### src/rtl/core/lgge_pkg.sv
`timescale 1ns / 1ps
// ----------------------------------------------------------------------------
// lgge_pkg
// Shared types and constants of the life grid generation engine.
// ----------------------------------------------------------------------------
package lgge_pkg;

    localparam int LANE_W        = 32;  // columns held in one row cell
    localparam int STORE_ROWS    = 32;  // most rows the ring can hold
    localparam int GRID_SIZE_DEF = 32;
    localparam int SIZE_W        = 6;
    localparam int COORD_W       = 5;
    localparam int CNT_W         = 4;
    localparam int PADDR_W       = 3;
    localparam int PDATA_W       = 32;

    localparam logic [CNT_W-1:0] BIRTH_COUNT = 4'd3;
    localparam logic [CNT_W-1:0] KEEP_LOW    = 4'd2;
    localparam logic [CNT_W-1:0] KEEP_HIGH   = 4'd3;

    localparam logic [SIZE_W-1:0] ACTIVE_SIZE_RST = 6'd21;

    // register index, taken from paddr[2]
    localparam logic REG_ACTIVE_SIZE = 1'b0;

    typedef enum logic [1:0] {
        REQ_SET   = 2'd0,
        REQ_CLEAR = 2'd1,
        REQ_STEP  = 2'd2,
        REQ_READ  = 2'd3
    } req_t;

    // control broadcast to every row cell
    typedef struct packed {
        logic               shift;
        logic               clear;
        logic               set;
        logic [COORD_W-1:0] row;
        logic [COORD_W-1:0] col;
    } cell_ctrl_t;

endpackage

### src/rtl/core/life_grid_generation_engine_top.sv
`timescale 1ns / 1ps
// ----------------------------------------------------------------------------
// life_grid_generation_engine_top
// Life grid engine: a ring of row cells that rotates once per generation.
// ----------------------------------------------------------------------------
// Set, clear and read words: the result is registered in the output slot, or
// in the skid slot while the output stalls. Advance: the row ring rotates once
// over min(GRID_SIZE,32) rows in ST_SWEEP, and ST_DONE posts the result word.
// Throughput is one word at a time; the rotation loop sets the advance rate.
// Reset: all cells dead, active_size 21, both result slots empty.
// ----------------------------------------------------------------------------
module life_grid_generation_engine_top #(
    parameter int GRID_SIZE = lgge_pkg::GRID_SIZE_DEF
) (
    input  logic                          clk,
    input  logic                          rst_n,
    // configuration port
    input  logic                          psel,
    input  logic                          penable,
    input  logic                          pwrite,
    input  logic [lgge_pkg::PADDR_W-1:0]  paddr,
    input  logic [lgge_pkg::PDATA_W-1:0]  pwdata,
    output logic [lgge_pkg::PDATA_W-1:0]  prdata,
    output logic                          pready,
    // request channel
    input  logic                          in_valid,
    output logic                          in_stall,
    input  logic [1:0]                    req_type,
    input  logic [lgge_pkg::COORD_W-1:0]  row,
    input  logic [lgge_pkg::COORD_W-1:0]  col,
    // result channel
    output logic                          out_valid,
    input  logic                          out_stall,
    output logic [lgge_pkg::LANE_W-1:0]   row_bits,
    output logic                          in_range
);
    import lgge_pkg::*;

    // rows actually stored: the grid never exceeds the 32-bit row word
    localparam int ROWS  = (GRID_SIZE < STORE_ROWS) ? GRID_SIZE : STORE_ROWS;
    localparam int IDX_W = $clog2(ROWS);
    localparam logic [IDX_W-1:0] LAST_STEP = IDX_W'(ROWS - 1);
    localparam logic [SIZE_W-1:0] SIZE_MAX = SIZE_W'(ROWS);

    typedef enum logic [1:0] {
        ST_IDLE,
        ST_SWEEP,
        ST_DONE
    } state_t;

    // ------------------------------------------------------------------
    // Configuration register
    // ------------------------------------------------------------------
    logic [SIZE_W-1:0] active_size_reg;
    logic              cfg_wr;
    logic [SIZE_W-1:0] size_eff;

    assign pready = 1'b1;
    assign cfg_wr = psel && penable && pwrite && pready
                    && (paddr[2] == REG_ACTIVE_SIZE);
    // reads with nonzero byte-lane address bits return zero
    assign prdata = (paddr[2] == REG_ACTIVE_SIZE && paddr[1:0] == 2'b00)
                    ? PDATA_W'(active_size_reg) : '0;

    always_ff @(posedge clk or negedge rst_n)
    begin
        if (!rst_n)
        begin
            active_size_reg <= ACTIVE_SIZE_RST;
        end
        else if (cfg_wr)
        begin
            active_size_reg <= pwdata[SIZE_W-1:0];
        end
    end

    // sizes above the store act as the store size
    assign size_eff = (active_size_reg > SIZE_MAX) ? SIZE_MAX : active_size_reg;

    // ------------------------------------------------------------------
    // Control state and result slots
    // ------------------------------------------------------------------
    state_t            state_reg, state_next;
    logic [IDX_W-1:0]  step_reg, step_next;
    logic              out_valid_reg, out_valid_next;
    logic [LANE_W-1:0] out_bits_reg, out_bits_next;
    logic              out_ok_reg, out_ok_next;
    logic              skid_valid_reg, skid_valid_next;
    logic [LANE_W-1:0] skid_bits_reg, skid_bits_next;
    logic              skid_ok_reg, skid_ok_next;

    logic              accept;
    req_t              req;
    logic              row_ok;
    logic              col_ok;
    logic              res_valid;
    logic [LANE_W-1:0] res_bits;
    logic              res_ok;
    logic              out_free;
    logic [LANE_W-1:0] read_row;
    logic [LANE_W-1:0] read_mask;

    assign req      = req_t'(req_type);
    assign in_stall = (state_reg != ST_IDLE) || skid_valid_reg;
    assign accept   = in_valid && !in_stall;
    assign row_ok   = {1'b0, row} < size_eff;
    assign col_ok   = {1'b0, col} < size_eff;
    assign out_free = !out_valid_reg || !out_stall;

    // ------------------------------------------------------------------
    // Row ring: cell k holds row k whenever the engine is idle
    // ------------------------------------------------------------------
    cell_ctrl_t        ctrl;
    logic [LANE_W-1:0] cell_q [ROWS];
    logic [LANE_W-1:0] prev_reg;
    logic [LANE_W-1:0] head_new;
    logic              row_en;

    assign ctrl.shift = (state_reg == ST_SWEEP);
    assign ctrl.clear = accept && (req == REQ_CLEAR);
    assign ctrl.set   = accept && (req == REQ_SET) && row_ok && col_ok;
    assign ctrl.row   = row;
    assign ctrl.col   = col;

    for (genvar k = 0; k < ROWS; k++)
    begin : g_cell
        if (k == ROWS - 1)
        begin : g_tail
            // the updated head row re-enters at the tail
            lgge_row_cell #(.IDX(k)) u_cell (
                .clk      (clk),
                .rst_n    (rst_n),
                .ctrl     (ctrl),
                .shift_in (head_new),
                .row_q    (cell_q[k])
            );
        end
        else
        begin : g_body
            lgge_row_cell #(.IDX(k)) u_cell (
                .clk      (clk),
                .rst_n    (rst_n),
                .ctrl     (ctrl),
                .shift_in (cell_q[k+1]),
                .row_q    (cell_q[k])
            );
        end
    end

    // hold the old head row: it is the row above the next head
    always_ff @(posedge clk)
    begin
        if (ctrl.shift)
        begin
            prev_reg <= cell_q[0];
        end
    end

    // head row is step_reg; only interior rows change
    assign row_en = (step_reg != '0)
                    && ((7'(step_reg) + 7'd1) < {1'b0, size_eff});

    lgge_rule u_rule (
        .up      (prev_reg),
        .mid     (cell_q[0]),
        .dn      (cell_q[1]),
        .size    (size_eff),
        .row_en  (row_en),
        .new_row (head_new)
    );

    // ------------------------------------------------------------------
    // Row read: select the addressed cell, drop columns beyond the size
    // ------------------------------------------------------------------
    always_comb
    begin
        read_row = '0;
        for (int k = 0; k < ROWS; k++)
        begin
            if (row == COORD_W'(k))
            begin
                read_row = cell_q[k];
            end
        end
        for (int k = 0; k < LANE_W; k++)
        begin
            read_mask[k] = SIZE_W'(k) < size_eff;
        end
    end

    // ------------------------------------------------------------------
    // Next state and result routing
    // ------------------------------------------------------------------
    always_comb
    begin
        state_next = state_reg;
        step_next  = step_reg;
        res_valid  = 1'b0;
        res_bits   = '0;
        res_ok     = 1'b1;

        unique case (state_reg)
            ST_IDLE:
            begin
                if (accept)
                begin
                    unique case (req)
                        REQ_SET:
                        begin
                            res_valid = 1'b1;
                            res_ok    = row_ok && col_ok;
                        end
                        REQ_CLEAR:
                        begin
                            res_valid = 1'b1;
                        end
                        REQ_STEP:
                        begin
                            state_next = ST_SWEEP;
                            step_next  = '0;
                        end
                        REQ_READ:
                        begin
                            res_valid = 1'b1;
                            res_ok    = row_ok;
                            res_bits  = row_ok ? (read_row & read_mask) : '0;
                        end
                        default:
                        begin
                            res_valid = 1'b0;
                        end
                    endcase
                end
            end
            ST_SWEEP:
            begin
                // advance the ring one row per cycle
                if (step_reg == LAST_STEP)
                begin
                    state_next = ST_DONE;
                end
                else
                begin
                    step_next = step_reg + IDX_W'(1);
                end
            end
            ST_DONE:
            begin
                // hold the finish until a result slot is free
                if (!skid_valid_reg)
                begin
                    res_valid  = 1'b1;
                    state_next = ST_IDLE;
                end
            end
            default:
            begin
                state_next = ST_IDLE;
            end
        endcase

        out_valid_next  = out_valid_reg;
        out_bits_next   = out_bits_reg;
        out_ok_next     = out_ok_reg;
        skid_valid_next = skid_valid_reg;
        skid_bits_next  = skid_bits_reg;
        skid_ok_next    = skid_ok_reg;

        if (out_free)
        begin
            if (skid_valid_reg)
            begin
                // drain the skid word first; no new result can arrive now
                out_valid_next  = 1'b1;
                out_bits_next   = skid_bits_reg;
                out_ok_next     = skid_ok_reg;
                skid_valid_next = 1'b0;
            end
            else
            begin
                out_valid_next = res_valid;
                out_bits_next  = res_bits;
                out_ok_next    = res_ok;
            end
        end
        else if (res_valid)
        begin
            // park the word behind the stalled output
            skid_valid_next = 1'b1;
            skid_bits_next  = res_bits;
            skid_ok_next    = res_ok;
        end
    end

    always_ff @(posedge clk or negedge rst_n)
    begin
        if (!rst_n)
        begin
            state_reg      <= ST_IDLE;
            step_reg       <= '0;
            out_valid_reg  <= 1'b0;
            out_bits_reg   <= '0;
            out_ok_reg     <= 1'b0;
            skid_valid_reg <= 1'b0;
            skid_bits_reg  <= '0;
            skid_ok_reg    <= 1'b0;
        end
        else
        begin
            state_reg      <= state_next;
            step_reg       <= step_next;
            out_valid_reg  <= out_valid_next;
            out_bits_reg   <= out_bits_next;
            out_ok_reg     <= out_ok_next;
            skid_valid_reg <= skid_valid_next;
            skid_bits_reg  <= skid_bits_next;
            skid_ok_reg    <= skid_ok_next;
        end
    end

    assign out_valid = out_valid_reg;
    assign row_bits  = out_bits_reg;
    assign in_range  = out_ok_reg;

endmodule

### src/rtl/core/lgge_row_cell.sv
`timescale 1ns / 1ps
// ----------------------------------------------------------------------------
// lgge_row_cell
// One grid row: cleared, set bit by bit, or loaded from the next cell.
// ----------------------------------------------------------------------------
module lgge_row_cell #(
    parameter int IDX = 0
) (
    input  logic                       clk,
    input  logic                       rst_n,
    input  lgge_pkg::cell_ctrl_t       ctrl,
    input  logic [lgge_pkg::LANE_W-1:0] shift_in,
    output logic [lgge_pkg::LANE_W-1:0] row_q
);
    import lgge_pkg::*;

    logic [LANE_W-1:0] row_reg;
    logic [LANE_W-1:0] row_next;

    always_comb
    begin
        row_next = row_reg;
        if (ctrl.clear)
        begin
            row_next = '0;
        end
        else if (ctrl.shift)
        begin
            row_next = shift_in;
        end
        else if (ctrl.set && (ctrl.row == COORD_W'(IDX)))
        begin
            row_next = row_reg | (LANE_W'(1) << ctrl.col);
        end
    end

    always_ff @(posedge clk or negedge rst_n)
    begin
        if (!rst_n)
        begin
            row_reg <= '0;
        end
        else
        begin
            row_reg <= row_next;
        end
    end

    assign row_q = row_reg;

endmodule

### src/rtl/core/lgge_rule.sv
`timescale 1ns / 1ps
// ----------------------------------------------------------------------------
// lgge_rule
// B3/S23 update of one row from the old rows above, at and below it.
// ----------------------------------------------------------------------------
module lgge_rule (
    input  logic [lgge_pkg::LANE_W-1:0] up,
    input  logic [lgge_pkg::LANE_W-1:0] mid,
    input  logic [lgge_pkg::LANE_W-1:0] dn,
    input  logic [lgge_pkg::SIZE_W-1:0] size,
    input  logic                        row_en,
    output logic [lgge_pkg::LANE_W-1:0] new_row
);
    import lgge_pkg::*;

    logic [LANE_W+1:0] up_p;
    logic [LANE_W+1:0] mid_p;
    logic [LANE_W+1:0] dn_p;
    logic [LANE_W-1:0] life;
    logic [LANE_W-1:0] col_mask;
    logic [CNT_W-1:0]  cnt [LANE_W];

    // pad with dead columns so the edge lanes need no special case
    assign up_p  = {1'b0, up,  1'b0};
    assign mid_p = {1'b0, mid, 1'b0};
    assign dn_p  = {1'b0, dn,  1'b0};

    always_comb
    begin
        for (int j = 0; j < LANE_W; j++)
        begin
            cnt[j] = CNT_W'(up_p[j]) + CNT_W'(up_p[j+1]) + CNT_W'(up_p[j+2])
                   + CNT_W'(mid_p[j]) + CNT_W'(mid_p[j+2])
                   + CNT_W'(dn_p[j]) + CNT_W'(dn_p[j+1]) + CNT_W'(dn_p[j+2]);
            if (mid[j])
            begin
                life[j] = (cnt[j] >= KEEP_LOW) && (cnt[j] <= KEEP_HIGH);
            end
            else
            begin
                life[j] = (cnt[j] == BIRTH_COUNT);
            end
            // interior columns only
            col_mask[j] = row_en && (j != 0)
                          && ((7'(j) + 7'd1) < {1'b0, size});
        end
    end

    assign new_row = (mid & ~col_mask) | (life & col_mask);

endmodule

### config.mk
export PLATFORM = sky130hd
export DESIGN_NAME = life_grid_generation_engine_top
export DESIGN_NICKNAME = d
export VERILOG_FILES = /design/src/rtl/core/lgge_pkg.sv /design/src/rtl/core/life_grid_generation_engine_top.sv /design/src/rtl/core/lgge_row_cell.sv /design/src/rtl/core/lgge_rule.sv
export SDC_FILE = /design/constraint.sdc
export NUM_CORES = 2
export LEC_CHECK = 0
export BUFFER_PORTS_ARGS = -buffer_cell sky130_fd_sc_hd__buf_2
export CAP_MARGIN = 10
export CORE_ASPECT_RATIO = 0.9
export CORE_MARGIN = 5
export CORE_UTILIZATION = 40
export DETAILED_ROUTE_END_ITERATION = 7
export HOLD_SLACK_MARGIN = 0.12
export SLEW_MARGIN = 20
export SYNTH_ARGS = -nofsm -noshare
export SYNTH_HDL_FRONTEND = slang
export SYNTH_HIERARCHICAL = 1
export SYNTH_SLANG_ARGS = --single-unit
### constraint.sdc
create_clock -name clk -period 19.83 [get_ports clk]
set_input_delay 0 -clock clk [delete_from_list [all_inputs] [get_ports clk]]
set_output_delay 0 -clock clk [all_outputs]
set_load 0.01 [all_outputs]
==> results.md <==
- Most frequent CP cell: buf_4
- Routed wire per std cell: 33.0 um
- Part of the power in combinational logic: 49.6%
- Fill count: 19000
- DP HPWL: 265000 um
- Core region area: between 0.15 and 0.2 mm2
- RD Place Congestion: 1.03
- Seq cells post-synth: 1137
- Clock sinks: 1137
- Multi-input combinational cell area: 0.0415 mm2
- Outcome: finished, violations left
- Register area: around 0.029 mm2
- Max incr delay on CP: 1.18 ns
- Synth-to-layout area growth: 9.36%
- Sw frac: between 40 and 50%
- Die width: around 480 um
- Slew Limit Fails: 1
- Leading area contributor after synthesis: dfrtp_1
- Root buffer cell: clkbuf_16
- Synth Flop Type: dfrtp_1
- Synth area leaders: dfrtp_1 35%, o31a_1 6.6%, inv_1 6.4%
- CP max FO: 24
- Largest net degree at the start of global routing: 248
- Synth unique cells: 114
- Startpoint Class: flip-flop
- Total number of vias: 77100
- Worst EP required: 20.58 ns
- CTS tree: done
- Final nets: 8909
- Reg clk slew, reported paths: approximately 0.06 ns
- Std-Cell Rows: around 150
- Critical-path cell list: nand2_1, ha_1, or4b_4, a2111oi_4, or2_2, a21oi_1, nor3b_2, buf_4, buf_4, nand4_1, nor3_1, o31a_1
- GR Overflow Total: 0
- Fin Setup TNS: 0 ns
- Initial Utilization: 40.1%
- Util after Layout: between 40 and 50%
- Total GRT Usage: 34.8%
- FMAX: 0.171 GHz
- Worst-margin pin slew: between 1 and 1.5 ns
- Vias in the first global route: 70000
- Net Switching: 0.00733 W
- Leak pwr: 37.4 nW
- Buf/Inv on CP: 2
- Clock tree buffer depth: 3
- Violated checks: DRC, capacitance limit, slew limit
- Kind of critical path: flip-flop to flip-flop
- Max Cap Viol: 1
- I/O pin count: 122
- Setup Buffers After CTS: 0
- Ys Warns: 6
- Remaining antenna violation count: 0
- Min-delay worst type: primary input to flip-flop
- Chip height: 430 um
- TritonRoute pass-1 iters: 8
- WHS: 0.288 ns
- Hold-fix buffers, CTS: 40
- Number of flops mapped to enable cells by yosys: 32
- Register share of total power: 33.6%
- Final period utilization: 29.6%
- Max reg flops: slightly below 1000
- Num CTS Buffers: 142
- Critical-path top delay cell: nor3_1
- Post-Synthesis Cell Area: 0.0782 mm2
- Vias/cell: between 6 and 7
- Final setup vio count: 0
- Crit path arrival time: 6.61 ns
- PwrDens: between 150 and 200 mW/mm2
- Buffers on Ports: ~70
- Max VDD drop: 0.102 mV
- Count of cells resized by post-cts repair: 0
- Delay-heaviest family, CP: simple AND/OR/NAND/NOR gates
- Clock Skew: 0.0398 ns
- Unrepaired setup endpoints after global routing: false
- First-pass GRT wire length: 525000 um
- Residual DRC count: 2
- DRT iter0 DRCs: 12900
- Endpoints failing hold: 0
- Most frequent cell after synthesis: inv_1
- Post-synthesis async set-or-reset flop share: 97.2%
- Commonest cells post-synth: 1325 x inv_1, 1102 x dfrtp_1, 969 x nor2_1
- Endpoint class of the critical path: flip-flop
- Yosys top cell area share: 35.3%
- Sequential fraction of the synthesis area: 36.6%
- Share of layout cells above drive strength 1: 9.77%
- Synth Instances: around 8800
- Clock latency at the later pin of the worst-skew pair: around 0.82 ns
- P_int: 0.00860 W
- Clock network power share: 16.8%
- Relative slew slack: -1.53%
- Total Die Area: just over 0.2 mm2
- Routed wire length: 373000 um
- Initial antenna violation count: 23
- Syn avg cell area: 8.87 um2
- Htree depth: 4
- Final Critical Period: 5.86 ns
[worst min-delay path: stages]
cell and delay [ns]:
dlygate4sd3_1 0.51, buf_2 0.16, a21oi_1 0.07, nor2_1 0.14, nor2_1 0.07, nor2_1 0.08
[final timing paths]
check	slack, ns	depth (start not counted)	endpoint	startpoint
max in group asynchronous	15.85	7	g_cell[4].g_body.u_cell/row_q[14]$_DFFE_PN0P_	rst_n
worst min register to register	0.48	2	skid_bits_reg[19]$_DFFE_PN0P_	skid_bits_reg[19]$_DFFE_PN0P_
worst min-delay path	0.29	6	skid_valid_reg$_DFFE_PN0P_	in_valid
min in group asynchronous	0.36	3	active_size_reg[4]$_DFFE_PN1P_	rst_n
worst max register to register	13.97	12	g_cell[20].g_body.u_cell/row_q[11]$_DFFE_PN0P_	active_size_reg[1]$_DFFE_PN0P_
worst max-delay path	13.97	12	g_cell[20].g_body.u_cell/row_q[11]$_DFFE_PN0P_	active_size_reg[1]$_DFFE_PN0P_
[cell type report]
cell class,count,area share [%]
diodes,8,0.0234
clock buffers,219,4.96
clock inverters,36,0.489
inverters,1341,5.90
multi-input cells,5699,48.6
flip-flops and latches,1137,33.5
well taps,2574,3.77
repair buffers,300,2.84
[power groups by stage]
| stage | clock network (W) | registers (W) | logic [W] |
|---|---|---|---|
| CTS | 0.00269 | 0.00524 | 0.00778 |
| finish | 0.00268 | 0.00535 | 0.00790 |
| detailed placement | 0 | 0.00527 | 0.00772 |
| global placement | 0 | 0.00524 | 0.00747 |
| global route | 0.00278 | 0.00539 | 0.00879 |
| floorplan | 0 | 0.00431 | 0.00599 |
[cells by family after synthesis]
| logic type | count (synthesis) | share of synthesized area [%] |
|---|---|---|
| flip-flops | 1137 | 36.6 |
| buffers and inverters | 2008 | 10.6 |
| other | 2 | 0.00960 |
| AO/OA/AOI/OAI | 2936 | 28.9 |
| XOR/XNOR | 2 | 0.0224 |
| adder cells (fa/ha/maj) | 234 | 4.91 |
| AND/OR/NAND/NOR | 2395 | 17.3 |
| multiplexers | 105 | 1.72 |
[layer usage]
layer | GRT usage, % | vias up | share of wire (%)
li1 | - | 32000 | -
met3 | 12.1 | 1055 | 14
met2 | 47.4 | 5523 | 40
met5 | 0 | - | 0.024
met4 | 17.9 | 12 | 6.2
met1 | 48.5 | 38500 | 40
[metrics by stage]
step / total power [W] / instance area (um2) / setup WS [ns] / instances
2_1_floorplan: 0.0103 / 78300 / 13.40 / 8844
3_3_place_gp: 0.0127 / 80400 / 14.32 / 11000
6_report: 0.0159 / 85500 / 13.97 / 11300
4_1_cts: 0.0157 / 85500 / 14.12 / 11300
3_5_place_dp: 0.0130 / 80400 / 14.28 / 11000
5_1_grt: 0.0170 / 85500 / 13.88 / 11300
[cell usage in the layout, fill, tap and decap left out, drive strengths merged, types with 27 or more instances in the layout]
master          n
mux2i          56
o22ai          42
and3           46
conb           27
a31oi          40
clkbuf        220
a21o          156
nor2b          35
buf           260
nor3          292
dlygate4sd3    39
ha            112
nand4          84
o21ai         183
edfxtp         32
a211oi        178
nor2          977
mux2           28
nand2         256
a221oi        479
fa            122
or3           110
nand3b         88
or3b           60
nand3          72
a21oi         648
clkinv         32
inv          1338
nor4b          50
o31a          586
a22oi         159
nor4          112
dfrtp        1102
nand2b         28
o311a          82
nor3b          67
a221o         178
Power figures use the tool's default switching activity.
